## src/rtl/hslrgb_pkg.sv

```systemverilog
package hslrgb_pkg;

    // Fraction bits of the internal values. 1.0 is 2**FRAC_BITS, so a value
    // in 0..1.0 needs one extra integer bit.
    localparam int FRAC_BITS = 16;
    localparam int VW        = FRAC_BITS + 1;

    localparam int HUE_W = 16;
    localparam int PCT_W = 14;
    localparam int OUT_W = 16;

    localparam longint unsigned ONE_L    = 64'd1 << FRAC_BITS;
    localparam longint unsigned HALF_L   = 64'd1 << (FRAC_BITS - 1);
    localparam longint unsigned THIRD_L  = (ONE_L + 64'd1) / 64'd3;
    localparam longint unsigned OUT_MAX  = (64'd1 << OUT_W) - 64'd1;

    // Full-scale input codes.
    localparam longint unsigned HUE_FULL = 64'd36000;
    localparam longint unsigned PCT_FULL = 64'd10000;

    // Scaling divides v*ONE + full/2 by full. The quotient is estimated with
    // a reciprocal that is rounded down, which leaves it at most one low.
    localparam int HUE_NW = $clog2(HUE_FULL * ONE_L + HUE_FULL / 64'd2 + 64'd1);
    localparam int PCT_NW = $clog2(PCT_FULL * ONE_L + PCT_FULL / 64'd2 + 64'd1);
    localparam longint unsigned HUE_RECIP = (64'd1 << HUE_NW) / HUE_FULL;
    localparam longint unsigned PCT_RECIP = (64'd1 << PCT_NW) / PCT_FULL;
    localparam int HUE_RW = $clog2(HUE_RECIP + 64'd1);
    localparam int PCT_RW = $clog2(PCT_RECIP + 64'd1);

    // Pipeline stage positions.
    localparam int ST_SMUL    = 0;
    localparam int ST_SFIX    = 1;
    localparam int ST_PROD    = 2;
    localparam int ST_MIX     = 3;
    localparam int ST_MUL     = 4;
    localparam int ST_SUM     = 5;
    localparam int ST_OUT     = 6;
    localparam int NUM_STAGES = 7;

    typedef logic [VW-1:0] t_frac;

    typedef struct packed {
        logic [HUE_W-1:0] hue_centideg;
        logic [PCT_W-1:0] sat_centipct;
        logic [PCT_W-1:0] light_centipct;
    } t_hsl;

    typedef struct packed {
        logic [OUT_W-1:0] red_frac;
        logic [OUT_W-1:0] green_frac;
        logic [OUT_W-1:0] blue_frac;
    } t_rgb;

    // Piece of the hue-to-channel rule that applies to one channel hue.
    typedef enum logic [1:0] {
        SEG_RISE,
        SEG_HIGH,
        SEG_FALL,
        SEG_LOW
    } t_seg;

    typedef struct packed {
        logic mul;
        logic fix;
    } t_scale_en;

    typedef struct packed {
        logic sel;
        logic mul;
        logic sum;
        logic out;
    } t_chan_en;

endpackage

```

## src/rtl/hslrgb_chan.sv

```systemverilog
module hslrgb_chan
    import hslrgb_pkg::*;
(
    input  logic             i_clk,
    input  t_chan_en         i_en,
    input  t_frac            i_t,
    input  logic [VW:0]      i_d,
    input  t_frac            i_v1,
    input  logic [VW:0]      i_v2,
    output logic [OUT_W-1:0] o_val
);

    localparam int SW = VW + 2;
    localparam int PW = 2 * VW + 2;
    localparam int CW = VW + 2;
    localparam int OW = VW + OUT_W + 1;

    logic [SW-1:0]    two_t;
    logic [SW-1:0]    three_t;
    logic [SW-1:0]    six_t;
    t_seg             seg;
    t_frac            k;
    logic [PW-1:0]    prod;
    logic [CW-1:0]    c_raw;
    logic [OW-1:0]    scaled;

    t_seg             r_seg;
    t_frac            r_k;
    t_seg             r_seg2;
    logic [VW:0]      r_p;
    t_frac            r_c;
    logic [OUT_W-1:0] r_out;

    // Pick the piece of the rule and the ramp position for this hue.
    always_comb begin
        two_t   = SW'(i_t) << 1;
        three_t = two_t + SW'(i_t);
        six_t   = three_t << 1;
        seg     = SEG_LOW;
        k       = '0;
        priority if (six_t < SW'(ONE_L)) begin
            seg = SEG_RISE;
            k   = six_t[VW-1:0];
        end else if (two_t < SW'(ONE_L)) begin
            seg = SEG_HIGH;
        end else if (three_t < SW'(2 * ONE_L)) begin
            seg = SEG_FALL;
            k   = VW'(SW'(4 * ONE_L) - six_t);
        end else begin
            seg = SEG_LOW;
        end
    end

    always_ff @(posedge i_clk) begin
        if (i_en.sel) begin
            r_seg <= seg;
            r_k   <= k;
        end
    end

    assign prod = PW'(i_d) * PW'(r_k) + PW'(HALF_L);

    always_ff @(posedge i_clk) begin
        if (i_en.mul) begin
            r_seg2 <= r_seg;
            r_p    <= prod[FRAC_BITS +: VW + 1];
        end
    end

    always_comb begin
        unique case (r_seg2)
            SEG_RISE, SEG_FALL: c_raw = CW'(i_v1) + CW'(r_p);
            SEG_HIGH:           c_raw = CW'(i_v2);
            SEG_LOW:            c_raw = CW'(i_v1);
            default:            c_raw = CW'(i_v1);
        endcase
    end

    always_ff @(posedge i_clk) begin
        if (i_en.sum) begin
            r_c <= (c_raw > CW'(ONE_L)) ? VW'(ONE_L) : c_raw[VW-1:0];
        end
    end

    assign scaled = OW'(r_c) * OW'(OUT_MAX) + OW'(HALF_L);

    always_ff @(posedge i_clk) begin
        if (i_en.out) begin
            r_out <= scaled[FRAC_BITS +: OUT_W];
        end
    end

    assign o_val = r_out;

endmodule
```

## config.mk

```make
export PLATFORM = sky130hd
export DESIGN_NAME = hslrgb_chan
export DESIGN_NICKNAME = d
export VERILOG_FILES = /design/src/rtl/hslrgb_pkg.sv /design/src/rtl/hslrgb_chan.sv
export SDC_FILE = /design/constraint.sdc
export NUM_CORES = 1
export LEC_CHECK = 0
export BUFFER_PORTS_ARGS = -buffer_cell sky130_fd_sc_hd__buf_2
export CORE_MARGIN = 1
export CORE_UTILIZATION = 40
export CTS_CLUSTER_SIZE = 12
export DETAILED_ROUTE_END_ITERATION = 16
export GPL_TIMING_DRIVEN = 0
export HOLD_SLACK_MARGIN = 0.15
export PLACE_DENSITY_LB_ADDON = 0.15
export SLEW_MARGIN = 15
export SYNTH_ARGS = -nofsm -noshare
export SYNTH_HDL_FRONTEND = slang
export SYNTH_SLANG_ARGS = --single-unit
```

## constraint.sdc

```tcl
create_clock -name i_clk -period 7.6 [get_ports i_clk]
set_input_delay 0 -clock i_clk [delete_from_list [all_inputs] [get_ports i_clk]]
set_output_delay 0 -clock i_clk [all_outputs]
set_load 0.02 [all_outputs]
```

==> results.cfg <==
[yosys]
yosys-top-cells-area = fa_1, ha_1, edfxtp_1
synth-seq-cells = 71
synth-main-ff-cell = edfxtp_1
synth_top_area_share_pct = 37.0
syn_nets = 2745
synthMostInstantiatedCell = inv_1
yosysUniqueCellTypes = 76
synth_top_cell_by_area = fa_1
synthCells = 2059
syn_area_mm2 = 0.0195
yosys_warnings = 0
async_reset_ff_share_pct = 0
ys_seq_area_share_pct = 10.9
synth_edf_count = 71
postSynthAreaPerCell_um2 = 9.46
synth_common_cells = inv_1, fa_1, ha_1, nand2_1, and2_1

[cts]
cts_tree = built
clock_latency_ps = 380
cts_buffers = 9
postCtsSetupBuffers = 0
path_clk_slew_ps = 60
clockBufferDepth = 2
cts_sinks = 71
h-tree-depth = 3
clockRootBuffer = clkbuf_16

[worst_setup_path]
endpoint_kind = flip-flop
crit_top_cell = fa_1
worstPathArrival_ps = 7250
criticalPathCategory = flip-flop to flip-flop
path_buf_inv = 4
crit_path_start_kind = flip-flop
path_cells = clkbuf_1, nand2_1, fa_1, inv_1, fa_1, fa_1, fa_1, fa_1, inv_1, fa_1, inv_1, ha_1, o21ai_0, a21oi_1, a31o_2, a21oi_2, o21ai_1, a41oi_2, nor3_1, a2111oi_0, xnor2_1
slowest_delay_ps = 610
crit_start = r_k[13]
critical-path-top-delay-family = adder cells
critPathSlowestCell = edfxtp_1
cp_max_fo = 10
rr_startpoint = r_k[13]
critPathRequiredTime_ps = 7700

[floorplan]
die_h_um = 223
die_w_um = 223
die_area_mm2 = 0.0496
core_area_mm2 = 0.0478
rows = 80
io-pin-count = 91
start_util_pct = 40.7

[detailed_routing]
num_vias = 14000
dr.pass1.iters = 5
avgViaCountPerCell = 5.03
drcViolationCount = 0
first_iter_violations = 759
wire_per_inst_um = 17.3
routed_wirelength_um = 48100
final_antenna_net_count = 0

[place]
io_buffers = 90
dpl.hpwl_um = 41800
gp_congestion = 0.924
place_inst = 2764

[final_layout]
fin_cells = 2783
final_nets = 2848
drive_above_1_share_pct = 7.52
syn2layout_area_growth_pct = 8.36
final_util_pct = 44.1

[timing]
fin_crit_sh_pct = 94.1
hold_viol_final = 0
period_minus_slack_ps = 7150
rsz0062_at_grt = false
slew_headroom_pct = 49.8
finClkSkew_ps = 15.5
setup_violations = 0
tightestPinTransition_ps = 744
fmax_ghz = 0.140
slew_viol_final = 0

[hold_path]
hold_start = i_v2[1]
hold_path_class = primary input to flip-flop

[grt]
antenna_found_initial = 0
grt_pass1_vias = 14900
grt_pass1_wl_um = 79400
grt_usage_pct = 20.7
grt_max_degree = 21
grt_overflow = 0

[run]
timing.max_cap.violations = 0

[outcome]
status = finished clean
placed cells by master (no fill, tap or decap), types with 30 or more instances in the layout:
cell and count:
inv_1 504, xnor2_1 38, fa_1 360, ha_1 251, edfxtp_1 71, o21ai_0 42, nor2_1 64, nor3_1 30
buf_2 98, a21oi_1 51, nand2_1 186, clkbuf_1 32, and2_1 149
path summary, 6_finish.rpt:
check | end | slack (ps) | cells after the start
worst max-delay path | r_p[17] | 450 | 21
worst min-delay path | r_c[1] | 180 | 5
worst max register to register | r_p[17] | 450 | 21
worst min register to register | r_seg2[0] | 530 | 0
final cells by class:
class / instances / area, µm²
fillers: 4756 / 26700
multi-input cells: 1429 / 15200
flip-flops and latches: 71 / 2130
inverters: 504 / 1890
well taps: 615 / 769
repair buffers: 95 / 500
plain buffers: 52 / 231
clock buffers: 10 / 229
clock inverters: 6 / 109
diodes: 1 / 2.50
registers in the layout (all words and copies together) (netlist names):
signal,cells
r_p,18
r_c,17
o_val,16
r_k,16
r_seg2,2
r_seg,2
repair_timing:
action                     in CTS  in global routing
gates resized for setup         7                  8
setup endpoints to repair       3                 10
cloned                          0                  0
hold buffers                    5                  0
hold endpoints to repair       73                  0
worst min-delay path, delay by kind of cell:
| kind | cells | cell delay, ps |
|---|---|---|
| buffers and inverters | 1 | 110 |
| muxes | 1 | 70 |
| and+or+nand+nor | 2 | 180 |
| AOI/OAI and AO/OA | 1 | 80 |
cells by family (layout without fill, tap and decap cells):
| kind of cell | after synthesis | count (layout) | synth area share [%] |
|---|---|---|---|
| fa+ha+maj | 611 | 611 | 53.1 |
| simple gates | 521 | 521 | 13.5 |
| other cells | 0 | 1 | 0 |
| xor+xnor | 63 | 63 | 2.83 |
| mux | 16 | 16 | 0.854 |
| compound gates | 218 | 218 | 7.88 |
| flops | 71 | 71 | 10.9 |
| buf+inv | 559 | 667 | 10.9 |
per-layer routing:
metal  track usage (%)  part of all wire (%)  wire length (µm)
met1              29.6                    48             23200
met2              32.3                    44             21300
met3              3.36                   5.1              2430
met4              6.10                   2.2              1070
met5                 0                     0                 0
per-stage QoR:
step | setup WS, ps | setup TNS (ps) | hold WS (ps) | instance area, µm²
after floorplan | 1190 | 0 | 112 | 19500
after global placement | -98.5 | -179 | 437 | 20700
after detailed placement | -156 | -268 | 435 | 20700
after CTS | 1.33 | 0 | 151 | 21100
after global routing | 43.5 | 0 | 206 | 21100
final | 449 | 0 | 177 | 21100
Power is not shown: default switching activity piles up to over one toggle a cycle in this logic, so the estimate is an artifact.
