**config.mk**
```make
export PLATFORM = sky130hd
export DESIGN_NAME = hslrgb_scale
export DESIGN_NICKNAME = d
export VERILOG_FILES = /design/src/rtl/hslrgb_pkg.sv /design/src/rtl/hslrgb_scale.sv
export SDC_FILE = /design/constraint.sdc
export NUM_CORES = 2
export LEC_CHECK = 0
export BUFFER_PORTS_ARGS = -buffer_cell sky130_fd_sc_hd__buf_2
export CAP_MARGIN = 10
export CORE_MARGIN = 5
export CORE_UTILIZATION = 59
export CTS_BUF_LIST = sky130_fd_sc_hd__clkbuf_8 sky130_fd_sc_hd__clkbuf_16
export CTS_CLUSTER_SIZE = 14
export DETAILED_ROUTE_END_ITERATION = 10
export PLACE_DENSITY_LB_ADDON = 0.3
export SKIP_LAST_GASP = 1
export SLEW_MARGIN = 10
export SYNTH_ARGS = -nofsm -noshare
export SYNTH_HDL_FRONTEND = slang
export SYNTH_SLANG_ARGS = --single-unit
```
**constraint.sdc**
```tcl
create_clock -name i_clk -period 10.25 [get_ports i_clk]
set_clock_uncertainty 0.2 [all_clocks]
set_input_delay 1.025 -clock i_clk [delete_from_list [all_inputs] [get_ports i_clk]]
set_output_delay 1.025 -clock i_clk [all_outputs]
set_load 0.01 [all_outputs]
```
**src/rtl/hslrgb_pkg.sv**
```systemverilog
package hslrgb_pkg;

    // Fraction bits of the internal values. 1.0 is 2**FRAC_BITS, so a value
    // in 0..1.0 needs one extra integer bit.
    localparam int FRAC_BITS = 16;
    localparam int VW        = FRAC_BITS + 1;

    localparam int HUE_W = 16;
    localparam int PCT_W = 14;
    localparam int OUT_W = 16;

    localparam longint unsigned ONE_L    = 64'd1 << FRAC_BITS;
    localparam longint unsigned HALF_L   = 64'd1 << (FRAC_BITS - 1);
    localparam longint unsigned THIRD_L  = (ONE_L + 64'd1) / 64'd3;
    localparam longint unsigned OUT_MAX  = (64'd1 << OUT_W) - 64'd1;

    // Full-scale input codes.
    localparam longint unsigned HUE_FULL = 64'd36000;
    localparam longint unsigned PCT_FULL = 64'd10000;

    // Scaling divides v*ONE + full/2 by full. The quotient is estimated with
    // a reciprocal that is rounded down, which leaves it at most one low.
    localparam int HUE_NW = $clog2(HUE_FULL * ONE_L + HUE_FULL / 64'd2 + 64'd1);
    localparam int PCT_NW = $clog2(PCT_FULL * ONE_L + PCT_FULL / 64'd2 + 64'd1);
    localparam longint unsigned HUE_RECIP = (64'd1 << HUE_NW) / HUE_FULL;
    localparam longint unsigned PCT_RECIP = (64'd1 << PCT_NW) / PCT_FULL;
    localparam int HUE_RW = $clog2(HUE_RECIP + 64'd1);
    localparam int PCT_RW = $clog2(PCT_RECIP + 64'd1);

    // Pipeline stage positions.
    localparam int ST_SMUL    = 0;
    localparam int ST_SFIX    = 1;
    localparam int ST_PROD    = 2;
    localparam int ST_MIX     = 3;
    localparam int ST_MUL     = 4;
    localparam int ST_SUM     = 5;
    localparam int ST_OUT     = 6;
    localparam int NUM_STAGES = 7;

    typedef logic [VW-1:0] t_frac;

    typedef struct packed {
        logic [HUE_W-1:0] hue_centideg;
        logic [PCT_W-1:0] sat_centipct;
        logic [PCT_W-1:0] light_centipct;
    } t_hsl;

    typedef struct packed {
        logic [OUT_W-1:0] red_frac;
        logic [OUT_W-1:0] green_frac;
        logic [OUT_W-1:0] blue_frac;
    } t_rgb;

    // Piece of the hue-to-channel rule that applies to one channel hue.
    typedef enum logic [1:0] {
        SEG_RISE,
        SEG_HIGH,
        SEG_FALL,
        SEG_LOW
    } t_seg;

    typedef struct packed {
        logic mul;
        logic fix;
    } t_scale_en;

    typedef struct packed {
        logic sel;
        logic mul;
        logic sum;
        logic out;
    } t_chan_en;

endpackage

```
**src/rtl/hslrgb_scale.sv**
```systemverilog
module hslrgb_scale
    import hslrgb_pkg::*;
(
    input  logic             i_clk,
    input  t_scale_en        i_en,
    input  logic [HUE_W-1:0] i_hue,
    input  logic [PCT_W-1:0] i_sat,
    input  logic [PCT_W-1:0] i_light,
    output t_frac            o_h,
    output t_frac            o_s,
    output t_frac            o_l
);

    localparam int HPW = HUE_NW + HUE_RW;
    localparam int PPW = PCT_NW + PCT_RW;

    logic [HUE_W-1:0]  hue_clip;
    logic [HUE_NW-1:0] hue_num;
    logic [HPW-1:0]    hue_prod;
    logic [HUE_NW-1:0] hue_back;
    logic [HUE_NW-1:0] hue_rem;

    logic [PCT_W-1:0]  pct_in   [2];
    logic [PCT_W-1:0]  pct_clip [2];
    logic [PCT_NW-1:0] pct_num  [2];
    logic [PPW-1:0]    pct_prod [2];
    logic [PCT_NW-1:0] pct_back [2];
    logic [PCT_NW-1:0] pct_rem  [2];

    logic [HUE_NW-1:0] r_hue_num;
    t_frac             r_hue_q;
    logic [PCT_NW-1:0] r_pct_num [2];
    t_frac             r_pct_q   [2];
    t_frac             r_h;
    t_frac             r_pct     [2];

    // Saturate, form v*ONE + full/2 and multiply by the reciprocal.
    always_comb begin
        hue_clip = (i_hue > HUE_W'(HUE_FULL)) ? HUE_W'(HUE_FULL) : i_hue;
        hue_num  = (HUE_NW'(hue_clip) << FRAC_BITS) + HUE_NW'(HUE_FULL / 64'd2);
        hue_prod = HPW'(hue_num) * HPW'(HUE_RECIP);

        pct_in[0] = i_sat;
        pct_in[1] = i_light;
        for (int i = 0; i < 2; i++) begin
            pct_clip[i] = (pct_in[i] > PCT_W'(PCT_FULL)) ? PCT_W'(PCT_FULL) : pct_in[i];
            pct_num[i]  = (PCT_NW'(pct_clip[i]) << FRAC_BITS)
                        + PCT_NW'(PCT_FULL / 64'd2);
            pct_prod[i] = PPW'(pct_num[i]) * PPW'(PCT_RECIP);
        end
    end

    always_ff @(posedge i_clk) begin
        if (i_en.mul) begin
            r_hue_num <= hue_num;
            r_hue_q   <= hue_prod[HUE_NW +: VW];
            for (int i = 0; i < 2; i++) begin
                r_pct_num[i] <= pct_num[i];
                r_pct_q[i]   <= pct_prod[i][PCT_NW +: VW];
            end
        end
    end

    // The estimate is at most one low: a remainder of a full divisor or more
    // bumps it by one.
    always_comb begin
        hue_back = HUE_NW'(r_hue_q) * HUE_NW'(HUE_FULL);
        hue_rem  = r_hue_num - hue_back;
        for (int i = 0; i < 2; i++) begin
            pct_back[i] = PCT_NW'(r_pct_q[i]) * PCT_NW'(PCT_FULL);
            pct_rem[i]  = r_pct_num[i] - pct_back[i];
        end
    end

    always_ff @(posedge i_clk) begin
        if (i_en.fix) begin
            r_h <= (hue_rem >= HUE_NW'(HUE_FULL)) ? r_hue_q + VW'(1) : r_hue_q;
            for (int i = 0; i < 2; i++) begin
                r_pct[i] <= (pct_rem[i] >= PCT_NW'(PCT_FULL))
                          ? r_pct_q[i] + VW'(1) : r_pct_q[i];
            end
        end
    end

    assign o_h = r_h;
    assign o_s = r_pct[0];
    assign o_l = r_pct[1];

endmodule

```
==> results.md <==
- Main combinational cell family by area after synthesis: adder cells
- Post-DP HPWL: 57,500 um
- Crit share post-route: 0.894
- Largest net degree at the start of global routing: 52
- Post-Synth XOR/XNOR Area: 0.0528
- Worst Max-Slew Pin Slew: 1120 ps
- Clk Latency, worst-skew pair: 460 ps
- Grt total ovfl: 0
- CTS root buf: clkbuf_16
- Postcts setup bufs: 0
- Clock tree buffer depth: 2
- Top cells by count, synth: 640 x ha_1, 620 x inv_1, 333 x fa_1
- Synth Area in Compound Gates: 0.106
- Layout cells sized above 1: 0.0567
- Post-synthesis cell count: 2,881
- Number of global-route vias before repair: 21,700
- Top cell type's share of synthesized area: 0.279
- Via count: approximately 21,000
- Hold Vio Cnt, Final: 0
- Simple-Gate Fraction of Synth Area: 0.0894
- Crit-path max FO: 17
- Initial antenna violation count: 0
- Unique cell type count in the Yosys netlist: 86
- Mux share of post-synthesis cell area: 0.00475
- CTS tree: done
- Detailed Routing Iterations Pass 1: 5
- DIE WIDTH: 231 um
- Yosys reg bits: 146
- Drt drc: 0
- CTS clk-pin slew, worst paths: around 70 ps
- Count of buffer and inverter cells on the critical path: 6
- # hold bufs at CTS: 0
- DIE AREA: 0.0532 mm^2
- Critical path class: reg2reg
- Syn_nets: 3,901
- Number of port buffers: 97
- Ys Warns: 0
- Initial drt markers: roughly 1,000
- Crit path arrival time: 9170 ps
- Post-synthesis sequential area ratio: 0.153
- Outcome: finished clean
- Slew Viols, Final: 0
- Min Clock Period, post-route: 9160 ps
- Fill cells: 3,886
- Setup-failing EPs final: 0
- Maxcap violations: 0
- Crit. End Element: flip-flop
- CTS resizes: 0
- Htree depth: 4
- Worst EP required: 10,250 ps
- TritonCTS buffer count: 17
- Via density: 5.69
- Max Fclk: 0.109 GHz
- Starting density of the core: 0.599
- Top-count cell post-synth: ha_1
- CP max-delay cell: a2111oi_4
- CP Launch Type: flip-flop
- Crit path largest cell delay: 1020 ps
- Final WL: 65,900 um
- CTS Sinks: 146
- Top delay family on crit path: compound AO/OA/AOI/OAI gates
- First-pass GRT wire length: ~110,000 um
- Cell Area, Synth: 0.0287 mm^2
- Slew HR: 0.252
- Synth Area in Adders: 0.511
- Antenna Cells: 0
- Post-route ant nets: 0
- RSZ-0062 raised after global routing: no
- Die span in y: 231 um
- Site Rows: 80
- Area leader, netlist: ha_1
- HP Class: reg2reg
- Layout area overhead: 6.29%
- Worst Hold Slack: around 490 ps
- Routability cong.: 0.941
- Post-synthesis area per instance: 9.96 um^2
- Wirelength per Cell: 18.2 um
- Predominant post-synthesis flop cell: edfxtp_1
- Tot GR Track Use: 0.255
- Largest cells by area after synthesis: ha_1 28%, fa_1 23%, edfxtp_1 15%, inv_1 8.1%, xnor2_1 3.6%
- EDFF count, synth: 146
- Nets: 4,008
- Final setup TNS: 0 ps
- Num ports: 98
- Fraction of registers with async set or reset after synthesis: 0
- CORE AREA: 0.0479 mm^2
-- final cells by class --
| class | count | area [um^2] | area share |
|---|---|---|---|
| Tap cell | 615 | 769 | 0.0252 |
| Timing Repair Buffer | 102 | 526 | 0.0172 |
| Clock inverter | 14 | 155 | 0.00509 |
| Inverter | 620 | 2330 | 0.0763 |
| Multi-Input combinational cell | 2101 | 21900 | 0.719 |
| Clock buffer | 17 | 425 | 0.0139 |
| Sequential cell | 146 | 4380 | 0.144 |
-- worst register-to-register path: cells and delay by family (launching register included) --
family,cells,cell delay (ps)
compound gates,16,3700
buf+inv,6,390
simple gates,4,1030
fa+ha+maj,7,2740
flops,1,490
xor+xnor,2,370
-- final timing paths --
| check | start | endpoint | slack [ps] | depth (start not counted) |
|---|---|---|---|---|
| max | r_pct_q[0][4]$_DFFE_PP_ | r_pct[0][5]$_DFFE_PP_ | 1090 | 35 |
| min | r_pct_q[0][32]$_DFFE_PP_ | r_pct[0][32]$_DFFE_PP_ | 490 | 1 |
| max reg2reg | r_pct_q[0][4]$_DFFE_PP_ | r_pct[0][5]$_DFFE_PP_ | 1090 | 35 |
| min reg2reg | r_pct_q[0][32]$_DFFE_PP_ | r_pct[0][32]$_DFFE_PP_ | 490 | 1 |
-- per-stage QoR --
stage / setup WS [ps] / cells / cell area [um^2] / util
2_1_floorplan: 2110 / 2881 / 28700 / -
4_1_cts: 1140 / 3615 / 30500 / 0.636
6_report: 1090 / 3615 / 30500 / 0.636
3_5_place_dp: 1130 / 3584 / 29900 / 0.624
3_3_place_gp: 1320 / 3584 / 29900 / 0.624
5_1_grt: 540 / 3615 / 30500 / 0.636
-- sequential cells by signal, indices dropped and copies added, names as in the netlist --
register and cells:
o_h 17, r_hue_num 16, r_hue_q 17, r_pct 34
r_pct_num 28, r_pct_q 34
-- kinds of logic after synthesis --
group / count (synthesis)
adder cells (fa/ha/maj): 973
buffers and inverters: 634
AND/OR/NAND/NOR: 495
AO/OA/AOI/OAI: 447
XOR/XNOR: 173
flip-flops: 146
multiplexers: 13
-- layer usage --
metal  global-route usage  vias up  wire length [um]
li1                     -     9929                 -
met1                0.337    10100             29200
met2                0.432      451             31600
met3               0.0412      106              3120
met4               0.0788        0              1990
met5                    0        -                 0
-- cell usage in the layout, fill, tap and decap left out, drive strengths merged, types with 43 or more instances in the layout --
cell type  instances
ha               640
nor3              44
xor2              55
nand2            111
edfxtp           146
nand2b            51
nand3             43
xnor2            118
inv              624
fa               333
o21ai             77
nor2             102
a21o              43
a21oi            127
buf              102
Power is left out: the tool's default activity adds up to more than one toggle a clock period on the data nets, which glitch-free logic cannot reach.
